[config.mk]
export PLATFORM = sky130hd
export DESIGN_NAME = gcbs_ram
export DESIGN_NICKNAME = d
export VERILOG_FILES = /design/src/sv/gcbs_ram.sv
export SDC_FILE = /design/constraint.sdc
export NUM_CORES = 1
export LEC_CHECK = 0
export ABC_AREA = 1
export BUFFER_PORTS_ARGS = -buffer_cell sky130_fd_sc_hd__buf_2
export CAP_MARGIN = 10
export CORE_MARGIN = 2
export CORE_UTILIZATION = 60
export CTS_CLUSTER_DIAMETER = 60
export CTS_CLUSTER_SIZE = 20
export DETAILED_ROUTE_END_ITERATION = 10
export GPL_ROUTABILITY_DRIVEN = 1
export PLACE_DENSITY_LB_ADDON = 0.2
export SLEW_MARGIN = 20
export SYNTH_ARGS = -nofsm -noshare
export SYNTH_HDL_FRONTEND = slang
export SYNTH_SLANG_ARGS = --single-unit
[constraint.sdc]
create_clock -name clk -period 3 [get_ports clk]
set_clock_uncertainty 0.2 [all_clocks]
set_input_delay 0.6 -clock clk [delete_from_list [all_inputs] [get_ports clk]]
set_output_delay 0.6 -clock clk [all_outputs]
set_load 0.1 [all_outputs]
[src/sv/gcbs_ram.sv]
`default_nettype none
module gcbs_ram #(
	parameter int unsigned W = 32,
	parameter int unsigned D = 16
) (
	input  wire logic                                 clk,
	input  wire logic                                 we,
	input  wire logic [(D > 1 ? $clog2(D) : 1)-1:0]   waddr,
	input  wire logic [W-1:0]                         wdata,
	input  wire logic                                 re,
	input  wire logic [(D > 1 ? $clog2(D) : 1)-1:0]   raddr,
	output logic      [W-1:0]                         rdata
);
	logic [W-1:0] mem [D];

	always_ff @(posedge clk) begin
		if (we) begin
			mem[waddr] <= wdata;
		end
		if (re) begin
			rdata <= mem[raddr];
		end
	end
endmodule
`default_nettype wire

After elaboration in Yosys (flattened, before gate mapping)
Memories as Yosys holds them, arrays and structs flattened. A register that Yosys moved wholly into a read port is not among the register bits.
Index checks and enable logic that the tools add are counted.
W data, S select, Z words.
{"block": "word_totals", "reg_bits": 0, "romBits": 0, "latch_bits": 0, "word_cells": 3, "memories": 1, "in_bits": 43, "ramBits": 512}
{"name": "mem", "depth": 16, "word_bits": 32, "rd": 1, "rd_ports_with_merged_regs": 1, "write_ports": 1, "line": "14", "rtl": "logic [W-1:0] mem [D];"}
{"block": "op_classes", "eq_ne": 0, "multipliers": 0, "bitwise_logic": 0, "addsub": 0, "n_reduce_logical": 0, "muxes": 2, "order_cmp": 0, "div": 0, "shift": 0}
{"cell": "$mux W1", "count": 2}

Depth between registers and ports, before layout
{"block": "logic_depth", "word_depth": 2, "depth_mapped": 10}

Least setup slack after synthesis
OpenSTA, ideal clock, no wires.
{"block": "synth_path", "path_type": "input -> register", "startpoint": "in waddr[2] (netlist bit)", "endpoint": "mem mem[10][0] (enable)", "setup_ps": 421, "arrival_ps": 2172, "path_buffers": 0, "required_time_ps": 2379, "path_stages": 2, "path_slack_ps": 207, "cell_sequence": "nand3b_1 -> nor2_1"}
{"item": "from (decl)", "line": "8", "rtl": "input wire logic [(D > 1 ? $clog2(D) : 1)-1:0] waddr,"}
{"item": "to (decl)", "line": "14"}
No word-level cell before the write port.

Worst setup path in the final report
{"block": "layout_path", "startpoint": "reg rdata[8] (read register of mem)", "endpoint": "out rdata[8]"}
{"item": "from (decl)", "line": "12", "rtl": "output logic [W-1:0] rdata"}
No word-level cell between the ends.

==> results.yml <==
layout:
  layout.nets: 2217
  final_util_pct: 66.4
  final_cell_mix: "677 x nand2_1, 544 x edfxtp_1, 386 x inv_1"
  fillerInstances: 2755
  final_layout_size_suffix_gt1_share_pct: 8.58
  layout.area.seq_um2: 16300
  area_delta_synth_final_pct: 8.76
  final_area_um2: 25100
  diodes: 0
  multiInputGateArea_um2: 4670
  layout_commonest_cell: "nand2_1"
worst_setup_path:
  crit_family: "buffers and inverters"
  worstSetupEndpointType: "primary output"
  cp_cell_sequence: "buf_2"
  crit_buf_inv: 1
  critPathArrivalTime_ns: 1.39
  critical_path_class: "reg2out"
  cp_max_fo: 1
  start_kind: "register"
  critPathSlowestCell: "buf_2"
  max_stage_delay_ns: 0.45
  cp.required_ns: 2.20
die:
  io_pins: 75
  dieHeight_um: 200
  dieArea_um2: 40000
  start_util_pct: 61.1
  die_w_um: 200
  coreArea_um2: 37800
  num_rows: 71
timing:
  worst_hold_slack_ns: 0.231
  slew_headroom_pct: 51.7
  hold_viol_final: 0
  setup-tns-final_ns: 0
  fin_ws_ns: 0.809
  fin_crit_sh_pct: 73.0
  min_period_ns: 2.19
  final_max_slew_viol_count: 0
  timing.fmax_ghz: 0.456
  rsz0062_at_grt: "false"
  setup-violations-final: 0
  tightest_slew_ns: 0.725
yosys:
  synth_seq_cells: 544
  ys_types: 14
  syn_area_um2: 23100
  syn_inst: 2120
  yosys_warnings: 0
  seq_area_frac_synth_pct: 70.9
  synth.avg_cell_area_um2: 10.9
  mappedNetlistNets: 2163
  netlist.area_leader.share_pct: 70.9
  yosys.area.top_type: "edfxtp_1"
  synth.area.top_cells: "edfxtp_1 71%, nand2_1 11%, nand3_1 8.4%, inv_1 6.3%, buf_6 1.4%"
routing:
  drt_iter0_drc: 1394
  viasPerCell: 5.40
  drt_wl_total_um: 51000
  firstDrtPassIters: 7
  antenna_left: 0
  drc: 0
  route.vias.total: 14600
  wl_per_cell_um: 18.9
power:
  p_leak_nw: 10.6
  pwr_density_cell_nw_per_um2: 579
  ir_drop_uv: 586
global_route:
  grt-ovfl-total: 0
  grt_max_degree: 129
  grt_pass1_wl_um: 78500
  antenna_found_initial: 1
  grt_pass1_vias: 14000
  gr-usage-all-layers_pct: 26.3
place:
  numPortBuffers: 74
  place_area_um2: 24000
  gp_congestion: 0.772
  hpwl_um: 26500
  pre_cts_ws_ns: 0.656
clock_tree:
  cts_max_path_buffers: 3
  cts_buffers: 36
  clock_latency_ns: 0.54
  cts_root_buf: "clkbuf_16"
  cts_resized: 0
  hold_buffers: 0
  numClockSinks: 544
  h-tree-depth: 2
  cts_setup_buffers: 0
  path_clk_slew_ns: 0.08
  cts_tree: "built"
hold_path:
  worstHoldPathType: "in2reg"
outcome:
  status: "completed"
run:
  cap_violations: 0
Yosys cell counts:
library cell and count:
nand2_1 677, edfxtp_1 544, inv_1 388, nand3_1 385, buf_2 41, buf_6 29
nor2_1 17, buf_1 14, clkbuf_1 14, buf_4 6, nand3b_1 2, buf_12 1
inv_2 1, inv_4 1
routing by layer:
metal | vias up | share of wire [%] | routed length [um] | track usage [%]
met4 | 2 | 2.0 | 1020 | 7.27
li1 | 6954 | - | - | -
met1 | 6964 | 42 | 21200 | 37.0
met3 | 94 | 9.0 | 4570 | 4.42
met2 | 588 | 47 | 24100 | 43.2
met5 | - | 0.014 | 7 | 0
flip-flops by register name (all words and copies together), names as in the netlist:
signal  flops
mem       512
rdata      32
kinds of logic (layout without fill, tap and decap cells):
| family | Yosys count | count (layout) | synth area share [%] |
|---|---|---|---|
| AND/OR/NAND/NOR | 1081 | 1081 | 19.7 |
| flip-flops | 544 | 544 | 70.9 |
| buffers and inverters | 495 | 566 | 9.41 |
worst paths after layout:
path                    startpoint              endpoint  slack, ns  cells after the start
max             rdata[8]$_DFFE_PP_              rdata[8]       0.81                      1
min                      wdata[22]  mem[3][22]$_DFFE_PP_       0.23                      1
max reg2reg   mem[3][18]$_DFFE_PP_   rdata[18]$_DFFE_PP_       1.65                      6
min reg2reg  mem[10][31]$_DFFE_PP_   rdata[31]$_DFFE_PP_       0.53                      6
layout make-up:
| type | count | area share (%) |
|---|---|---|
| clock buffers | 41 | 3.75 |
| multi-input cells | 1081 | 18.6 |
| repair buffers | 121 | 3.68 |
| inverters | 390 | 5.87 |
| clock inverters | 14 | 0.369 |
| flip-flops and latches | 544 | 65.2 |
| well taps | 511 | 2.55 |
worst register-to-register path: stages (launching register included):
cell and delay, ns:
edfxtp_1 0.38, inv_1 0.08, nand2_1 0.05, nand3_1 0.10, nand3_1 0.09, nand3_1 0.12
nand2_1 0.08
stage by stage:
step / std cells / total power [W]
finish: 2702 / 0.0145
global route: 2702 / 0.0150
CTS: 2702 / 0.0146
detailed placement: 2647 / 0.00999
global placement: 2647 / 0.00996
floorplan: 2120 / 0.00961
report_power, final:
group          internal [W]  switching, W  leakage, nW
logic              0.000280      0.000938         5.16
registers           0.00855     0.0000496         4.94
clock network       0.00227       0.00242        0.499
Note: power is estimated with default switching activity, not from simulation.
