File: config.mk
export PLATFORM = sky130hd
export DESIGN_NAME = gcbs_link_store
export DESIGN_NICKNAME = d
export VERILOG_FILES = /design/src/sv/gcbs_link_store.sv
export SDC_FILE = /design/constraint.sdc
export NUM_CORES = 2
export LEC_CHECK = 0
export ABC_AREA = 1
export BUFFER_PORTS_ARGS = -buffer_cell sky130_fd_sc_hd__clkbuf_2
export CAP_MARGIN = 20
export CORE_UTILIZATION = 30
export CTS_CLUSTER_DIAMETER = 150
export DETAILED_ROUTE_END_ITERATION = 12
export PLACE_DENSITY = 0.51
export SYNTH_ARGS = -nofsm -noshare
export SYNTH_HDL_FRONTEND = slang
export SYNTH_SLANG_ARGS = --single-unit
File: constraint.sdc
create_clock -name clk -period 1.2 [get_ports clk]
set_input_delay 0.18 -clock clk [delete_from_list [all_inputs] [get_ports clk]]
set_output_delay 0.18 -clock clk [all_outputs]
set_load 0.05 [all_outputs]
File: src/sv/gcbs_link_store.sv
`default_nettype none
module gcbs_link_store #(
	parameter int unsigned POOL = 256,
	parameter int unsigned CH_W = 8,
	parameter int unsigned LNK_W = 9
) (
	input  wire logic             clk,
	input  wire logic             arst_n,
	input  wire logic             clr_all,
	input  wire logic             re,
	input  wire logic [CH_W-1:0]  raddr,
	output logic      [LNK_W-1:0] rdata,
	input  wire logic             we,
	input  wire logic [CH_W-1:0]  waddr,
	input  wire logic [LNK_W-1:0] wdata
);
	logic [LNK_W-1:0] mem [POOL];
	logic [POOL-1:0]  valid_q;
	logic [LNK_W-1:0] mem_q;
	logic             vld_q;
	logic [CH_W-1:0]  addr_q;

	// An entry never written since reset or clear all reads as the next chunk.
	always_ff @(posedge clk or negedge arst_n) begin
		if (!arst_n) begin
			valid_q <= '0;
		end else if (clr_all) begin
			valid_q <= '0;
		end else if (we) begin
			valid_q[waddr] <= 1'b1;
		end
	end

	always_ff @(posedge clk) begin
		if (we) begin
			mem[waddr] <= wdata;
		end
		if (re) begin
			mem_q  <= mem[raddr];
			vld_q  <= valid_q[raddr];
			addr_q <= raddr;
		end
	end

	assign rdata = vld_q ? mem_q : LNK_W'(addr_q) + LNK_W'(1);
endmodule
`default_nettype wire

# Word-level counts from Yosys, hierarchy flattened
# Memories as Yosys holds them, arrays and structs flattened. A register that Yosys moved wholly into a read port is not among the register bits.
# Index checks and enable logic that the tools add are counted.
# classes
add_sub_neg	1
n_mul	0
div	0
magnitude_cmp	3
eq_ne	0
shift	0
mux	9
bitwise_logic	1
n_reduce_logical	2
# ops
op	n
$mux 256	2
$or 256x256->256	1
$lt 8x9->1 const B	2
$add 8x1->9 const B	1
$mux 9	1
$bmux 1 s8	1
$demux 1 s8	1
$ge 8x1->1 const B	1
$mux 1	4
$reduce_bool 2->1	1
$logic_and 1x1->1	1
# totals
reg_bits	265
latch_bits	0
ramBits	2304
mem_bits_ro	0
output_inout_bits	9
memories	1
# memory_table
name	words	width	rd	rd_ports_with_merged_regs	wr	line_no	rtl
mem	256	9	1	1	1	17	logic [LNK_W-1:0] mem [POOL];

# Depth between registers and ports, before layout
# depth
depth_word	7
ltp_mapped	14
mapped_depth_nobuf	11

# Worst setup path after synthesis
# OpenSTA, ideal clock, no wires.
# synth_path
kind	reg2out
start	reg addr_q[0]
end	out rdata[8]
arrival_ps	2047
t_required_ps	1020
path_slack_ps	-1027
path_stages_with_launch	8
path_buffers	0
path_cell_list	edfxtp_1 ha_1 nand2_1 nor2_1 inv_1 nor2_1 nand3_1 o21ai_0
# synth_via
elab_chain_cells	2
# synth_lines
item	line_no	rtl
start, declared	21	logic [CH_W-1:0] addr_q;
start signal, assigned	41	addr_q <= raddr;
$add 8x1->9	45	assign rdata = vld_q ? mem_q : LNK_W'(addr_q) + LNK_W'(1);
$mux 9	45	
end, declared	12	output logic [LNK_W-1:0] rdata,
# No other way between the ends.

# Final worst setup path
# layout_path
start	reg addr_q[0]
end	out rdata[6]
# The elaborated chain is that of the path after synthesis.

==> run summary <==
======================================================================================
Number of detailed-routing iterations run before antenna repair                      6
Setup WS post-layout                                                         -1.572 ns
Via count of the first global-routing pass                                       72650
Violations in the final reports                                           setup timing
Weighted congestion reported at the end of routability-driven placement         0.8724
Row count                                                                          216
First-pass GRT wire length                                                    499.5 mm
Synthesis-to-finish area growth                                                 29.71%
Floorplan Core Area                                                        0.3473 mm^2
All-Layer GR Usage                                                              0.1887
Count of cell instances traversed by the critical path                              10
Net count after synthesis                                                         9311
Setup repair after global routing missed its margin                                yes
Startpoint of the most critical register-to-register path                 mem[7][4]$_DFFE_PP_
Final hold violation count                                                           0
Worst-Margin Slew                                                            0.7169 ns
Worst endpoint data arrival time                                               2.59 ns
Largest fanout of any net on the critical path                                       3
Grt ovf                                                                              0
Fraction of final layout cells with drive strength greater than 1               0.2308
Flop and latch count out of synthesis                                             2578
Area post-placement                                                        0.1215 mm^2
Leakage power summed over all cells                                           49.27 nW
Final HPWL from detailed placement                                            218.1 mm
Setup Skew                                                                  0.04573 ns
DRC violations left                                                                  0
Dominant cells by area after synthesis                                    sky130_fd_sc_hd__edfxtp_1 (66%), sky130_fd_sc_hd__nand3_1 (12%), sky130_fd_sc_hd__nand2_1 (9.4%)
Multiplexer area fraction after synthesis                                            0
Crit-path most repeated cell                                              sky130_fd_sc_hd__nor2_4
Clk sinks                                                                         2578
Die footprint                                                              0.3523 mm^2
Cell area after synthesis                                                  0.1050 mm^2
I/O pin cnt                                                                         39
Type of the setup path with the least slack                               flop to output port
Minimum setup slack after placement                                          -1.628 ns
Compound-cell area share of the yosys netlist                                0.0008581
DIE WIDTH                                                                     593.6 um
Worst Reg2Reg Path Length in Cells                                                  10
Yosys cell types                                                                    18
DRC marker count from the first detailed-route iteration                          7328
Count of flip-flops with a built-in enable after synthesis                        2322
Yosys top cell by area                                                    sky130_fd_sc_hd__edfxtp_1
Top-area cell type share of the netlist area                                    0.6642
Dominant combinational cell family by area after synthesis                simple AND/OR/NAND/NOR gates
Run status                                                                complete, but fails checks
Worst Setup Start Kind                                                            flop
Most frequently used cell type in the post-synthesis netlist              sky130_fd_sc_hd__nand2_1
Slowest Stage Delay on Critical Path                                           0.40 ns
Max-cap check violation count                                                        0
Post-route cell area                                                       0.1362 mm^2
CP max stage cell                                                         sky130_fd_sc_hd__edfxtp_1
Simple-gate share of the synthesized area                                       0.2441
Post-placement cell count                                                        14240
CP Buf/Inv Count                                                                     3
Required time at the worst-slack endpoint                                      1.02 ns
Async S/R FF share, synth                                                      0.09930
Critical Path Sink Type                                                    output port
Chip Height                                                                   593.6 um
Count of non-filler cells in the finished layout                                 14790
Final critical-path required period                                           2.772 ns
CTS H-tree depth                                                                     5
Maximum achievable frequency                                                0.3607 GHz
Root Buffer Master                                                        sky130_fd_sc_hd__clkbuf_16
Sum of routed wire length over all layers                                     340.9 mm
Antenna viol nets, final                                                             0
Clk_lat worst skew                                                             0.87 ns
Number of buffer cells added on primary ports                                       38
# nets final                                                                     10000
Number of vias in the routed layout                                              74080
IR drop worst, VDD                                                            1.088 mV
Mean cell area of the mapped netlist                                        11.31 um^2
Number of standard cells after synthesis                                          9280
Total power per unit cell area                                            1497 mW/mm^2
Chain of cells forming the critical path                                  buf_4 -> ha_4 -> nand2_4 -> nor2_4 -> inv_2 -> nor2_4 -> nand3_4 -> nand2_2 -> o21ai_4 -> buf_12
Crit-path leading delay family                                            buffers and inverters
TritonCTS clock tree                                                              done
Commonest cells in the netlist                                            sky130_fd_sc_hd__nand2_1 (2637), sky130_fd_sc_hd__nand3_1 (2523), sky130_fd_sc_hd__edfxtp_1 (2322), sky130_fd_sc_hd__nor2_1 (821), sky130_fd_sc_hd__buf_2 (376)
Setup violations, final                                                             19
Final Cycle Share                                                                2.310
Largest net degree at the start of global routing                                   91
Vias per std cell                                                                5.010
Syn. warnings                                                                        0
Starting density of the core                                                    0.3023
Worst relative slew slack                                                       0.5205
Number of antenna violations at the first check in global routing                   12
Sequential element share of the synthesized area                                0.7252
Final setup TNS                                                              -15.82 ns
Worst min-delay path class                                                input pin to asynchronous set/reset pin
Most used DFF post-synth                                                  sky130_fd_sc_hd__edfxtp_1
Synthesized-area fraction occupied by xor and xnor cells                    0.00008343
Clock Pin Slew Worst Setup and Hold Paths                                      0.06 ns
Bufs on Longest Clock Path                                                           4
Fraction of the mapped netlist area in adder cells                           0.0001192
Crit. Startpoint                                                          addr_q[0]$_DFFE_PP_
Inserted Clock Buffers                                                             289
Final routed wire length divided by cell count                                23.05 um
Final number of max-transition violations                                            0
======================================================================================
==> routing by layer <==
metal,vias to the layer above,track usage,share of wire
met2,2458,0.3102,0.48
met3,509,0.02595,0.060
met1,37220,0.2561,0.43
met4,6,0.06344,0.035
met5,-,0,0.000094
li1,33880,-,-
==> worst min-delay path, cell delays in order <==
cell,delay [ns]
sky130_fd_sc_hd__dlygate4sd3_1,0.57
sky130_fd_sc_hd__buf_8,0.24
sky130_fd_sc_hd__buf_12,0.24
==> cells by family (layout without fill, tap and decap cells) <==
group,Yosys count,count (layout)
flops,2578,2578
simple gates,5984,5984
xor+xnor,1,1
other cells,0,7
buf+inv,703,1625
fa+ha+maj,1,1
compound gates,13,13
==> area by class of cell <==
| type | count | area, um^2 |
|---|---|---|
| inverter | 79 | 350.3 |
| multi-input combinational | 5999 | 31620 |
| sequential | 2578 | 76130 |
| tap | 4578 | 5728 |
| fill | 32510 | 211100 |
| timing repair buffer | 1022 | 12820 |
| clock inverter | 97 | 1080 |
| antenna | 7 | 17.52 |
| clock buffer | 427 | 8413 |
==> worst paths after layout <==
kind                                                 end  slack [ns]
worst max-delay path                            rdata[6]       -1.57
worst min-delay path             valid_q[82]$_DFFE_PN0P_        0.07
worst max register to register        mem_q[4]$_DFFE_PP_       -0.46
worst min register to register   valid_q[89]$_DFFE_PN0P_        0.49
max in group asynchronous       valid_q[211]$_DFFE_PN0P_        0.01
min in group clk                   mem[182][8]$_DFFE_PP_        0.09
==> placed cells by master, fill, tap and decap left out, drive strengths merged, types with 3 or more instances in the layout <==
cell         count
dlygate4sd3     16
nor2           821
nand2         2637
buf            992
o21ba            5
edfxtp        2322
nand3         2523
o21ai            7
bufinv          18
nor3             3
diode            7
clkinvlp         7
clkinv          72
inv             79
clkbuf         441
dfrtp          256
==> registers in the layout, summed over array words and instances (netlist names) <==
name / count
addr_q: 8
valid_q: 256
mem_q: 9
vld_q: 1
mem: 2304
==> power breakdown <==
group	total [W]	internal, W	leakage [nW]	switching [W]
Clock	0.0888	0.0526	4.64	0.0361
Combinational	0.0169	0.00546	20.2	0.0114
Sequential	0.0982	0.0981	24.5	0.000117
==> stage by stage <==
stage | utilization | total power [W] | hold WS, ns
2_1_floorplan | - | 0.1065 | -0.1156
3_3_place_gp | 0.3499 | 0.1149 | 0.06666
3_5_place_dp | 0.3499 | 0.1150 | 0.06821
4_1_cts | 0.3881 | 0.2051 | 0.02541
5_1_grt | 0.3921 | 0.2097 | 0.04948
6_report | 0.3921 | 0.2038 | 0.06747
==> timing repair <==
action / CTS / global route
endpoints found under the hold margin: 2530 / 0
pin swaps: 247 / 171
setup endpoints to repair: 19 / 57
buffers inserted: 3 / 4
hold buffers: 16 / 0
resized for setup: 684 / 241
(Power assumes the default switching activity.)
